$ cat src/md5_pkg.sv
package md5_pkg;

  typedef enum logic [2:0] {
    ST_IDLE,
    ST_LOAD,
    ST_ROUND,
    ST_ADD,
    ST_PAD,
    ST_DONE
  } md5_state_t;

  typedef struct packed {
    logic [7:0] data_byte;
    logic       byte_valid;
    logic       last;
  } md5_in_t;

  typedef struct packed {
    logic [31:0] digest_word;
    logic [1:0]  word_index;
    logic        last_word;
  } md5_out_t;

  typedef struct packed {
    logic       load;
    logic       step;
    logic [5:0] rnd;
  } md5_rctl_t;

  localparam logic [31:0] IV_A = 32'h67452301;
  localparam logic [31:0] IV_B = 32'hEFCDAB89;
  localparam logic [31:0] IV_C = 32'h98BADCFE;
  localparam logic [31:0] IV_D = 32'h10325476;

  localparam logic [7:0] PAD_BYTE = 8'h80;
  localparam logic [5:0] LAST_POS = 6'h3F;
  localparam logic [5:0] LAST_RND = 6'd63;

  function automatic logic [31:0] round_const(input logic [5:0] r);
    logic [31:0] k;
    case (r)
      6'd0:  k = 32'hD76AA478;
      6'd1:  k = 32'hE8C7B756;
      6'd2:  k = 32'h242070DB;
      6'd3:  k = 32'hC1BDCEEE;
      6'd4:  k = 32'hF57C0FAF;
      6'd5:  k = 32'h4787C62A;
      6'd6:  k = 32'hA8304613;
      6'd7:  k = 32'hFD469501;
      6'd8:  k = 32'h698098D8;
      6'd9:  k = 32'h8B44F7AF;
      6'd10: k = 32'hFFFF5BB1;
      6'd11: k = 32'h895CD7BE;
      6'd12: k = 32'h6B901122;
      6'd13: k = 32'hFD987193;
      6'd14: k = 32'hA679438E;
      6'd15: k = 32'h49B40821;
      6'd16: k = 32'hF61E2562;
      6'd17: k = 32'hC040B340;
      6'd18: k = 32'h265E5A51;
      6'd19: k = 32'hE9B6C7AA;
      6'd20: k = 32'hD62F105D;
      6'd21: k = 32'h02441453;
      6'd22: k = 32'hD8A1E681;
      6'd23: k = 32'hE7D3FBC8;
      6'd24: k = 32'h21E1CDE6;
      6'd25: k = 32'hC33707D6;
      6'd26: k = 32'hF4D50D87;
      6'd27: k = 32'h455A14ED;
      6'd28: k = 32'hA9E3E905;
      6'd29: k = 32'hFCEFA3F8;
      6'd30: k = 32'h676F02D9;
      6'd31: k = 32'h8D2A4C8A;
      6'd32: k = 32'hFFFA3942;
      6'd33: k = 32'h8771F681;
      6'd34: k = 32'h6D9D6122;
      6'd35: k = 32'hFDE5380C;
      6'd36: k = 32'hA4BEEA44;
      6'd37: k = 32'h4BDECFA9;
      6'd38: k = 32'hF6BB4B60;
      6'd39: k = 32'hBEBFBC70;
      6'd40: k = 32'h289B7EC6;
      6'd41: k = 32'hEAA127FA;
      6'd42: k = 32'hD4EF3085;
      6'd43: k = 32'h04881D05;
      6'd44: k = 32'hD9D4D039;
      6'd45: k = 32'hE6DB99E5;
      6'd46: k = 32'h1FA27CF8;
      6'd47: k = 32'hC4AC5665;
      6'd48: k = 32'hF4292244;
      6'd49: k = 32'h432AFF97;
      6'd50: k = 32'hAB9423A7;
      6'd51: k = 32'hFC93A039;
      6'd52: k = 32'h655B59C3;
      6'd53: k = 32'h8F0CCC92;
      6'd54: k = 32'hFFEFF47D;
      6'd55: k = 32'h85845DD1;
      6'd56: k = 32'h6FA87E4F;
      6'd57: k = 32'hFE2CE6E0;
      6'd58: k = 32'hA3014314;
      6'd59: k = 32'h4E0811A1;
      6'd60: k = 32'hF7537E82;
      6'd61: k = 32'hBD3AF235;
      6'd62: k = 32'h2AD7D2BB;
      6'd63: k = 32'hEB86D391;
      default: k = 32'h0;
    endcase
    return k;
  endfunction

  function automatic logic [4:0] rot_amt(input logic [5:0] r);
    logic [4:0] s;
    case ({r[5:4], r[1:0]})
      4'd0:  s = 5'd7;
      4'd1:  s = 5'd12;
      4'd2:  s = 5'd17;
      4'd3:  s = 5'd22;
      4'd4:  s = 5'd5;
      4'd5:  s = 5'd9;
      4'd6:  s = 5'd14;
      4'd7:  s = 5'd20;
      4'd8:  s = 5'd4;
      4'd9:  s = 5'd11;
      4'd10: s = 5'd16;
      4'd11: s = 5'd23;
      4'd12: s = 5'd6;
      4'd13: s = 5'd10;
      4'd14: s = 5'd15;
      4'd15: s = 5'd21;
      default: s = 5'd0;
    endcase
    return s;
  endfunction

  function automatic logic [3:0] msg_idx(input logic [5:0] r);
    logic [3:0] lo;
    logic [3:0] m;
    lo = r[3:0];
    case (r[5:4])
      2'd0: m = lo;
      2'd1: m = 4'((lo << 2) + lo + 4'd1);
      2'd2: m = 4'((lo << 1) + lo + 4'd5);
      2'd3: m = 4'((lo << 3) - lo);
      default: m = lo;
    endcase
    return m;
  endfunction

  function automatic logic [31:0] round_fn(input logic [1:0] ph, input logic [31:0] b,
                                           input logic [31:0] c, input logic [31:0] d);
    logic [31:0] f;
    case (ph)
      2'd0: f = d ^ (b & (c ^ d));
      2'd1: f = c ^ (d & (b ^ c));
      2'd2: f = b ^ c ^ d;
      2'd3: f = c ^ (b | ~d);
      default: f = b ^ c ^ d;
    endcase
    return f;
  endfunction

endpackage

$ cat src/md5_round.sv
module md5_round (
  input  logic                   clk,
  input  md5_pkg::md5_rctl_t     ctl,
  input  logic [3:0][31:0]       chain_i,
  input  logic [31:0]            w_i,
  output logic [3:0][31:0]       st_o
);

  logic [31:0] a_r, b_r, c_r, d_r;
  logic [31:0] sum;
  logic [63:0] dbl;
  logic [31:0] new_b;

  always_comb begin
    sum = a_r + md5_pkg::round_fn(ctl.rnd[5:4], b_r, c_r, d_r) + w_i
        + md5_pkg::round_const(ctl.rnd);
    dbl = {sum, sum} << md5_pkg::rot_amt(ctl.rnd);
    new_b = dbl[63:32] + b_r;
  end

  always_ff @(posedge clk) begin
    if (ctl.load) begin
      a_r <= chain_i[0];
      b_r <= chain_i[1];
      c_r <= chain_i[2];
      d_r <= chain_i[3];
    end else if (ctl.step) begin
      a_r <= d_r;
      d_r <= c_r;
      c_r <= b_r;
      b_r <= new_b;
    end
  end

  assign st_o = {d_r, c_r, b_r, a_r};

endmodule

$ cat src/md5_message_digest_core.sv
// MD5 digest engine taking one message byte per transaction. A byte that does not
// complete a 64-byte block is taken without raising in_stall. The byte that
// completes a block starts a compression (one operand fetch, 64 rounds through a
// single shared round unit, one chaining add) during which in_stall is high. A
// transaction with last set pads the message: each remaining block word is written
// in turn, then one compression follows, or two when fewer than nine bytes of room
// remain. The four digest words A to D then leave on the out channel from an output
// buffer; a new message is accepted while they are still being drained, but its end
// waits until the buffer is empty.
module md5_message_digest_core (
  input  logic               clk,
  input  logic               rst_n,
  input  logic               in_valid,
  output logic               in_stall,
  input  md5_pkg::md5_in_t   in_payload,
  output logic               out_valid,
  input  logic               out_stall,
  output md5_pkg::md5_out_t  out_payload
);

  md5_pkg::md5_state_t state_r, state_nxt;
  logic [5:0]          rnd_r, rnd_nxt;
  logic [3:0]          widx_r, widx_nxt;
  logic                fin_r, fin_nxt;
  logic                padded_r, padded_nxt;
  logic                second_r, second_nxt;
  logic [60:0]         count_r, count_nxt;
  logic [31:0]         asm_r, asm_nxt;
  logic [3:0][31:0]    chain_r, chain_nxt;
  logic [3:0][31:0]    dig_r, dig_nxt;
  logic                out_busy_r, out_busy_nxt;
  logic [1:0]          out_idx_r, out_idx_nxt;

  logic [31:0] wmem [16];
  logic [31:0] rdata_r;
  logic        mem_we;
  logic [3:0]  mem_waddr;
  logic [31:0] mem_wdata;
  logic [3:0]  mem_raddr;

  md5_pkg::md5_rctl_t rctl;
  logic [3:0][31:0]   st;

  logic        in_accept;
  logic        out_accept;
  logic [4:0]  lane_sh;
  logic [31:0] asm_ins;
  logic [31:0] pad_first;
  logic        len_here;
  logic [31:0] pad_word;
  logic [60:0] count_inc;

  md5_round u_round (
    .clk     (clk),
    .ctl     (rctl),
    .chain_i (chain_r),
    .w_i     (rdata_r),
    .st_o    (st)
  );

  assign in_stall   = (state_r != md5_pkg::ST_IDLE);
  assign in_accept  = in_valid && !in_stall;
  assign out_valid  = out_busy_r;
  assign out_accept = out_busy_r && !out_stall;

  assign out_payload.digest_word = dig_r[out_idx_r];
  assign out_payload.word_index  = out_idx_r;
  assign out_payload.last_word   = (out_idx_r == 2'd3);

  assign lane_sh   = {count_r[1:0], 3'b000};
  assign asm_ins   = (asm_r & ~(32'hFF << lane_sh)) | ({24'd0, in_payload.data_byte} << lane_sh);
  assign pad_first = (asm_r & ((32'h1 << lane_sh) - 32'h1))
                   | ({24'd0, md5_pkg::PAD_BYTE} << lane_sh);
  assign len_here  = second_r || (count_r[5:3] != 3'b111);
  assign count_inc = count_r + 61'd1;

  always_comb begin
    if (!second_r && (widx_r == count_r[5:2])) begin
      pad_word = pad_first;
    end else if (len_here && (widx_r == 4'd14)) begin
      pad_word = {count_r[28:0], 3'b000};
    end else if (len_here && (widx_r == 4'd15)) begin
      pad_word = count_r[60:29];
    end else begin
      pad_word = 32'd0;
    end
  end

  always_comb begin
    state_nxt    = state_r;
    rnd_nxt      = rnd_r;
    widx_nxt     = widx_r;
    fin_nxt      = fin_r;
    padded_nxt   = padded_r;
    second_nxt   = second_r;
    count_nxt    = count_r;
    asm_nxt      = asm_r;
    chain_nxt    = chain_r;
    dig_nxt      = dig_r;
    out_busy_nxt = out_busy_r;
    out_idx_nxt  = out_idx_r;
    mem_we       = 1'b0;
    mem_waddr    = count_r[5:2];
    mem_wdata    = asm_ins;
    mem_raddr    = md5_pkg::msg_idx(6'd0);
    rctl.load    = 1'b0;
    rctl.step    = 1'b0;
    rctl.rnd     = rnd_r;

    if (out_accept) begin
      out_idx_nxt = out_idx_r + 2'd1;
      if (out_idx_r == 2'd3) begin
        out_busy_nxt = 1'b0;
      end
    end

    unique case (state_r)
      md5_pkg::ST_IDLE: begin
        if (in_accept) begin
          if (in_payload.byte_valid) begin
            asm_nxt   = asm_ins;
            count_nxt = count_inc;
            mem_we    = (count_r[1:0] == 2'd3);
          end
          if (in_payload.last) begin
            fin_nxt = 1'b1;
          end
          if (in_payload.byte_valid && (count_r[5:0] == md5_pkg::LAST_POS)) begin
            state_nxt = md5_pkg::ST_LOAD;
          end else if (in_payload.last) begin
            state_nxt  = md5_pkg::ST_PAD;
            padded_nxt = 1'b1;
            second_nxt = 1'b0;
            widx_nxt   = count_nxt[5:2];
          end
        end
      end
      md5_pkg::ST_LOAD: begin
        mem_raddr = md5_pkg::msg_idx(6'd0);
        rctl.load = 1'b1;
        rnd_nxt   = 6'd0;
        state_nxt = md5_pkg::ST_ROUND;
      end
      md5_pkg::ST_ROUND: begin
        rctl.step = 1'b1;
        mem_raddr = md5_pkg::msg_idx(rnd_r + 6'd1);
        rnd_nxt   = rnd_r + 6'd1;
        if (rnd_r == md5_pkg::LAST_RND) begin
          state_nxt = md5_pkg::ST_ADD;
        end
      end
      md5_pkg::ST_ADD: begin
        for (int i = 0; i < 4; i++) begin
          chain_nxt[i] = chain_r[i] + st[i];
        end
        if (!fin_r) begin
          state_nxt = md5_pkg::ST_IDLE;
        end else if (!padded_r) begin
          state_nxt  = md5_pkg::ST_PAD;
          padded_nxt = 1'b1;
          widx_nxt   = count_r[5:2];
        end else if (!second_r && !len_here) begin
          state_nxt  = md5_pkg::ST_PAD;
          second_nxt = 1'b1;
          widx_nxt   = 4'd0;
        end else begin
          state_nxt = md5_pkg::ST_DONE;
        end
      end
      md5_pkg::ST_PAD: begin
        mem_we    = 1'b1;
        mem_waddr = widx_r;
        mem_wdata = pad_word;
        widx_nxt  = widx_r + 4'd1;
        if (widx_r == 4'd15) begin
          state_nxt = md5_pkg::ST_LOAD;
        end
      end
      md5_pkg::ST_DONE: begin
        if (!out_busy_r) begin
          dig_nxt      = chain_r;
          chain_nxt    = {md5_pkg::IV_D, md5_pkg::IV_C, md5_pkg::IV_B, md5_pkg::IV_A};
          count_nxt    = 61'd0;
          fin_nxt      = 1'b0;
          padded_nxt   = 1'b0;
          second_nxt   = 1'b0;
          out_busy_nxt = 1'b1;
          out_idx_nxt  = 2'd0;
          state_nxt    = md5_pkg::ST_IDLE;
        end
      end
      default: state_nxt = md5_pkg::ST_IDLE;
    endcase
  end

  always_ff @(posedge clk) begin
    if (!rst_n) begin
      state_r    <= md5_pkg::ST_IDLE;
      rnd_r      <= 6'd0;
      widx_r     <= 4'd0;
      fin_r      <= 1'b0;
      padded_r   <= 1'b0;
      second_r   <= 1'b0;
      count_r    <= 61'd0;
      chain_r    <= {md5_pkg::IV_D, md5_pkg::IV_C, md5_pkg::IV_B, md5_pkg::IV_A};
      out_busy_r <= 1'b0;
      out_idx_r  <= 2'd0;
    end else begin
      state_r    <= state_nxt;
      rnd_r      <= rnd_nxt;
      widx_r     <= widx_nxt;
      fin_r      <= fin_nxt;
      padded_r   <= padded_nxt;
      second_r   <= second_nxt;
      count_r    <= count_nxt;
      chain_r    <= chain_nxt;
      out_busy_r <= out_busy_nxt;
      out_idx_r  <= out_idx_nxt;
    end
  end

  always_ff @(posedge clk) begin
    asm_r <= asm_nxt;
    dig_r <= dig_nxt;
  end

  always_ff @(posedge clk) begin
    if (mem_we) begin
      wmem[mem_waddr] <= mem_wdata;
    end
    rdata_r <= wmem[mem_raddr];
  end

`ifndef ASSERT_OFF
  a_round_end: assert property (@(posedge clk) disable iff (!rst_n)
    (state_r == md5_pkg::ST_ROUND) && (rnd_r == md5_pkg::LAST_RND)
      |=> (state_r == md5_pkg::ST_ADD))
    else $error("compression did not end after the last round");

  a_pad_needs_fin: assert property (@(posedge clk) disable iff (!rst_n)
    (state_r == md5_pkg::ST_PAD) |-> (fin_r && padded_r))
    else $error("padding without a finished message");

  a_digest_load: assert property (@(posedge clk) disable iff (!rst_n)
    (state_r == md5_pkg::ST_DONE) && !out_busy_r
      |=> out_valid && (out_idx_r == 2'd0) && (count_r == 61'd0))
    else $error("digest not loaded into output buffer");

  a_last_word_drains: assert property (@(posedge clk) disable iff (!rst_n)
    out_valid && out_payload.last_word && !out_stall && (state_r != md5_pkg::ST_DONE)
      |=> !out_valid)
    else $error("output still valid after final digest word");
`endif

endmodule
$ cat config.mk
export PLATFORM = sky130hd
export DESIGN_NAME = md5_message_digest_core
export DESIGN_NICKNAME = d
export VERILOG_FILES = /design/src/md5_pkg.sv /design/src/md5_round.sv /design/src/md5_message_digest_core.sv
export SDC_FILE = /design/constraint.sdc
export NUM_CORES = 2
export LEC_CHECK = 0
export ABC_CLOCK_PERIOD_IN_PS = 24300
export BUFFER_PORTS_ARGS = -buffer_cell sky130_fd_sc_hd__buf_2
export CAP_MARGIN = 10
export CORE_AREA = 4 4 351 353
export DETAILED_ROUTE_END_ITERATION = 16
export DIE_AREA = 0 0 355 357
export PLACE_DENSITY = 0.65
export SLEW_MARGIN = 15
export SYNTH_ARGS = -nofsm -noshare
export SYNTH_HDL_FRONTEND = slang
export SYNTH_SLANG_ARGS = --single-unit
$ cat constraint.sdc
create_clock -name clk -period 24.3 [get_ports clk]
set_clock_uncertainty 0.1 [all_clocks]
set_input_delay 4.86 -clock clk [delete_from_list [all_inputs] [get_ports clk]]
set_output_delay 4.86 -clock clk [all_outputs]
set_load 0.005 [all_outputs]
==> parameters.txt <==
Parameter                              Value

Status
  Run status    finished clean

Finish
  Area used by multi-input combinational logic    0.0281 mm²
  Area added between synthesis and finish    9.61%
  Filler cells    approximately 10k
  Number of nets in the layout    6171
  Area used by sequential logic in the layout    0.0296 mm²
  Antenna fix cells    0
  Share of post-route cells with drive strength above 1    0.0832
  Utilization of the core after routing    0.548

CTS
  CTS resizes    0
  CTS H-tree depth    3
  Clk Tree Root Cell    sky130_fd_sc_hd__clkbuf_16
  Clock tree from TritonCTS    done
  Clock Pin Slew Worst Setup and Hold Paths    around 0.060 ns
  Number of buffers added for setup after CTS    0
  Maximum clock path buffer count    3
  Clock latency of the later-clocked register in the worst-skew pair    0.75 ns
  Count of hold buffers inserted by post-cts repair    0
  Clock sink count    1077
  Num CTS Buffers    ~110

STA
  Highest attainable clock frequency    0.0971 GHz
  Slew Limit Headroom    0.236
  Final critical-path required period    around 10 ns
  Setup repair after global routing missed its margin    false
  Final setup violation count    0
  Final period util    0.424
  Accumulated negative setup slack    0 ns
  Transition time at the pin with the least slew margin    1.15 ns
  Final-report hold violation count    0
  Max-slew violation count    0

Min path
  Worst hold path depth    0
  Worst hold path endpoint    dig_r[68]
  Startpoint of the lowest-slack hold path    chain_r[68]
  Tightest Hold Check Type    reg2reg

Power
  Cell-internal power    roughly 3.8 mW
  Switching part of the total power    0.333
  Part of the total power dissipated in the clock network    0.308
  Sequential cell fraction of total power    0.377
  Leakage power figure    approximately 24 nW
  Combinational share of power    0.315
  Power density over cell area    87.4 mW/mm²
  Switch Pwr    between 1.5 and 2 mW
  Peak ir drop on the vdd network    approximately 0.07 mV

Setup path
  Path type of the worst setup path    reg2reg
  RR Startpoint    rnd_r[4]
  Dominant delay contributor by cell family on the critical path    compound AO/OA/AOI/OAI gates
  Slowest cell delay on critical path    0.80 ns
  Critical path buffers and inverters    3
  Highest-delay cell along the critical path    sky130_fd_sc_hd__a2111oi_0
  Worst R2R Setup Slack    14.00 ns
  Critical path's most frequent cell    sky130_fd_sc_hd__o21a_1
  Critical R2R Capture    u_round.b_r[31]
  Data required time at the worst endpoint    24.62 ns
  Crit path capture type    register
  Crit path launch type    register
  Critical path peak fanout    53
  Cell depth of the worst flop-to-flop path    35
  Worst path arrival time    between 10 and 15 ns

GRT
  GRT Resource Usage Total    0.281
  Global-route met3 utilization    0.0374
  Global-route track usage on met1    0.374
  Busiest grt layer    met2
  Grt ovf    0
  Met2 track utilization from global routing    0.465
  Vias in the first global route    ~45k
  Number of antenna violations at the first check in global routing    1
  Maximum number of pins on one net before global-route repair    ~180
  First-pass GRT wire length    275 mm

Logic synthesis
  Syn Std Cell Area    0.0599 mm²
  Synthesis-stage register bit count    around 1.1k
  Nets in the synthesized netlist    6272
  EDFF count, synth    800
  Ys async rst share    0
  Cell count after synthesis    between 5k and 6k
  Number of different library cells in the post-synthesis netlist    96
  Yosys synthesis warning count    0
  Share of the yosys chip area belonging to registers    0.494
  Average footprint of a synthesized cell    10.0 µm²
  Top_reg_cell synth    sky130_fd_sc_hd__edfxtp_1

Die
  Die outline area    about 0.13 mm²
  Starting density of the core    0.500
  Die Wd    ~360 µm
  Area of the placeable core    0.120 mm²
  Die extent in y    roughly 360 µm
  I/O pins    51
  Count of standard-cell rows    ~130

Detailed routing
  Final routed DRC violation total    0
  Total wire length    182 mm
  First DRT Iteration DRCs    approximately 5k
  Remaining number of nets flagged by the antenna check after routing    0
  Per-cell routed wire length    24.0 µm
  Iteration count of the initial detailed-routing pass    6
  Count of vias placed by the detailed router    46.9k
  Drt via density    6.18

Run
  Number of max-cap violations    0

Placement
  Placed wire-length estimate    121 mm
  GPL Wtd Cong    around 0.94
  IO buf count    50
area by class of cell:
class | count | share of cell area
Inverter | 270 | 0.0156
Multi-Input combinational cell | 4260 | 0.429
Clock inverter | 72 | 0.0121
Tap cell | 1612 | 0.0307
Sequential cell | 1077 | 0.451
Clock buffer | 142 | 0.0458
Timing Repair Buffer | 149 | 0.0158
worst register-to-register path, delay by kind of cell, from the launching register on:
kind                     cells  cell delay [ns]
AO/OA/AOI/OAI               18             4.48
buffers and inverters        3             0.80
AND/OR/NAND/NOR              7             1.18
adder cells (fa/ha/maj)      4             1.77
XOR/XNOR                     2             0.44
flip-flops                   1             0.79
multiplexers                 1             0.49
Yosys cell counts, drive strengths merged (9+ instances only):
library cell / number / area (µm²)
o22a: 34 / 298
o221a: 17 / 191
a21o: 89 / 668
a22o: 29 / 254
buf: 56 / 228
maj3: 31 / 310
o31ai: 24 / 194
o311ai: 15 / 131
nor3b: 9 / 77.6
inv: 264 / 991
o21bai: 25 / 188
nor3: 81 / 405
xor2: 135 / 1180
dfxtp: 277 / 5550
ha: 220 / 2750
nand2: 904 / 3390
nand4: 21 / 131
a22oi: 59 / 443
o221ai: 24 / 210
a211oi: 207 / 1560
o21ai: 294 / 1480
clkbuf: 308 / 1160
and2: 141 / 882
fa: 67 / 1340
a31oi: 157 / 988
a311oi: 77 / 674
a221oi: 21 / 184
a21oi: 431 / 2170
o21a: 35 / 270
nand2b: 32 / 200
nand3: 134 / 676
mux2: 24 / 282
edfxtp: 800 / 24000
xnor2: 121 / 1060
nor2: 412 / 1550
mux4: 47 / 1060
and3: 32 / 200
mux2i: 45 / 450
o22ai: 35 / 219
nor2b: 33 / 206
o211ai: 44 / 340
or3: 31 / 194
power by group through the flow:
| stage | Clock [mW] | Combinational (mW) | Sequential (mW) |
|---|---|---|---|
| finish | 1.77 | 1.81 | 2.16 |
| global route | 1.87 | 1.98 | 2.16 |
| CTS | 1.79 | 1.79 | 2.16 |
| detailed placement | 0 | 1.78 | 2.20 |
| global placement | 0 | 1.76 | 2.20 |
| floorplan | 0 | 1.30 | 2.17 |
logic make-up (layout without fill, tap and decap cells):
logic type / count (synthesis) / in the layout / synth area share
compound gates: 1704 / 1704 / 0.188
xor+xnor: 256 / 256 / 0.0375
fa+ha+maj: 318 / 318 / 0.0736
buf+inv: 634 / 633 / 0.0401
flops: 1077 / 1077 / 0.494
mux: 116 / 116 / 0.0299
simple gates: 1866 / 1866 / 0.137
metrics by stage:
| step | hold slack, ns | cells | cell area (µm²) | total power [mW] | worst slack (ns) |
|---|---|---|---|---|---|
| after floorplan | 0.306 | 5971 | 59900 | 3.48 | 15.29 |
| after global placement | 0.379 | 7367 | 61800 | 3.95 | 14.30 |
| after detailed placement | 0.385 | 7367 | 61800 | 3.98 | 14.14 |
| after CTS | 0.380 | 7581 | 65600 | 5.74 | 14.19 |
| after global routing | 0.413 | 7582 | 65600 | 6.01 | 13.41 |
| final | 0.390 | 7582 | 65600 | 5.73 | 14.00 |
flip-flops by register name, summed over array words and instances (netlist names), 2 cells and up, named ones only:
| register | count |
|---|---|
| u_round.a_r | 32 |
| u_round.b_r | 32 |
| dig_r | 128 |
| count_r | 61 |
| rdata_r | 32 |
| rnd_r | 6 |
| out_idx_r | 2 |
| wmem | 512 |
| state_r | 3 |
| u_round.d_r | 32 |
| widx_r | 4 |
| u_round.c_r | 32 |
| chain_r | 128 |
| asm_r | 32 |
layer usage:
metal / share of wire / vias up
li1: - / 21700
met1: 0.42 / 22900
met2: 0.47 / 1845
met3: 0.066 / 418
met4: 0.046 / 0
met5: 0 / -
worst max path at each step:
stage                   from               to  slack, ns  cells after the start
floorplan           rnd_r[4]  u_round.b_r[30]      15.29                     37
global placement    rnd_r[4]  u_round.b_r[30]      14.30                     35
detailed placement  rnd_r[4]  u_round.b_r[30]      14.14                     35
CTS                 rnd_r[4]  u_round.b_r[31]      14.19                     36
global route        rnd_r[4]  u_round.b_r[31]      13.41                     36
finish              rnd_r[4]  u_round.b_r[31]      14.00                     35
cells in the final DEF (no fill, tap or decap), types with 79 or more instances in the layout:
cell / n
sky130_fd_sc_hd__nand2_1: 902
sky130_fd_sc_hd__edfxtp_1: 800
sky130_fd_sc_hd__a21oi_1: 422
sky130_fd_sc_hd__nor2_1: 391
sky130_fd_sc_hd__o21ai_0: 281
sky130_fd_sc_hd__dfxtp_1: 273
sky130_fd_sc_hd__inv_1: 258
sky130_fd_sc_hd__ha_1: 220
sky130_fd_sc_hd__a211oi_1: 206
sky130_fd_sc_hd__a31oi_1: 156
sky130_fd_sc_hd__and2_1: 139
sky130_fd_sc_hd__xor2_1: 135
sky130_fd_sc_hd__nand3_1: 132
sky130_fd_sc_hd__xnor2_1: 121
sky130_fd_sc_hd__clkbuf_16: 112
sky130_fd_sc_hd__buf_4: 96
sky130_fd_sc_hd__a21o_1: 89
sky130_fd_sc_hd__nor3_1: 79
Note: power is estimated with default switching activity, not from simulation.
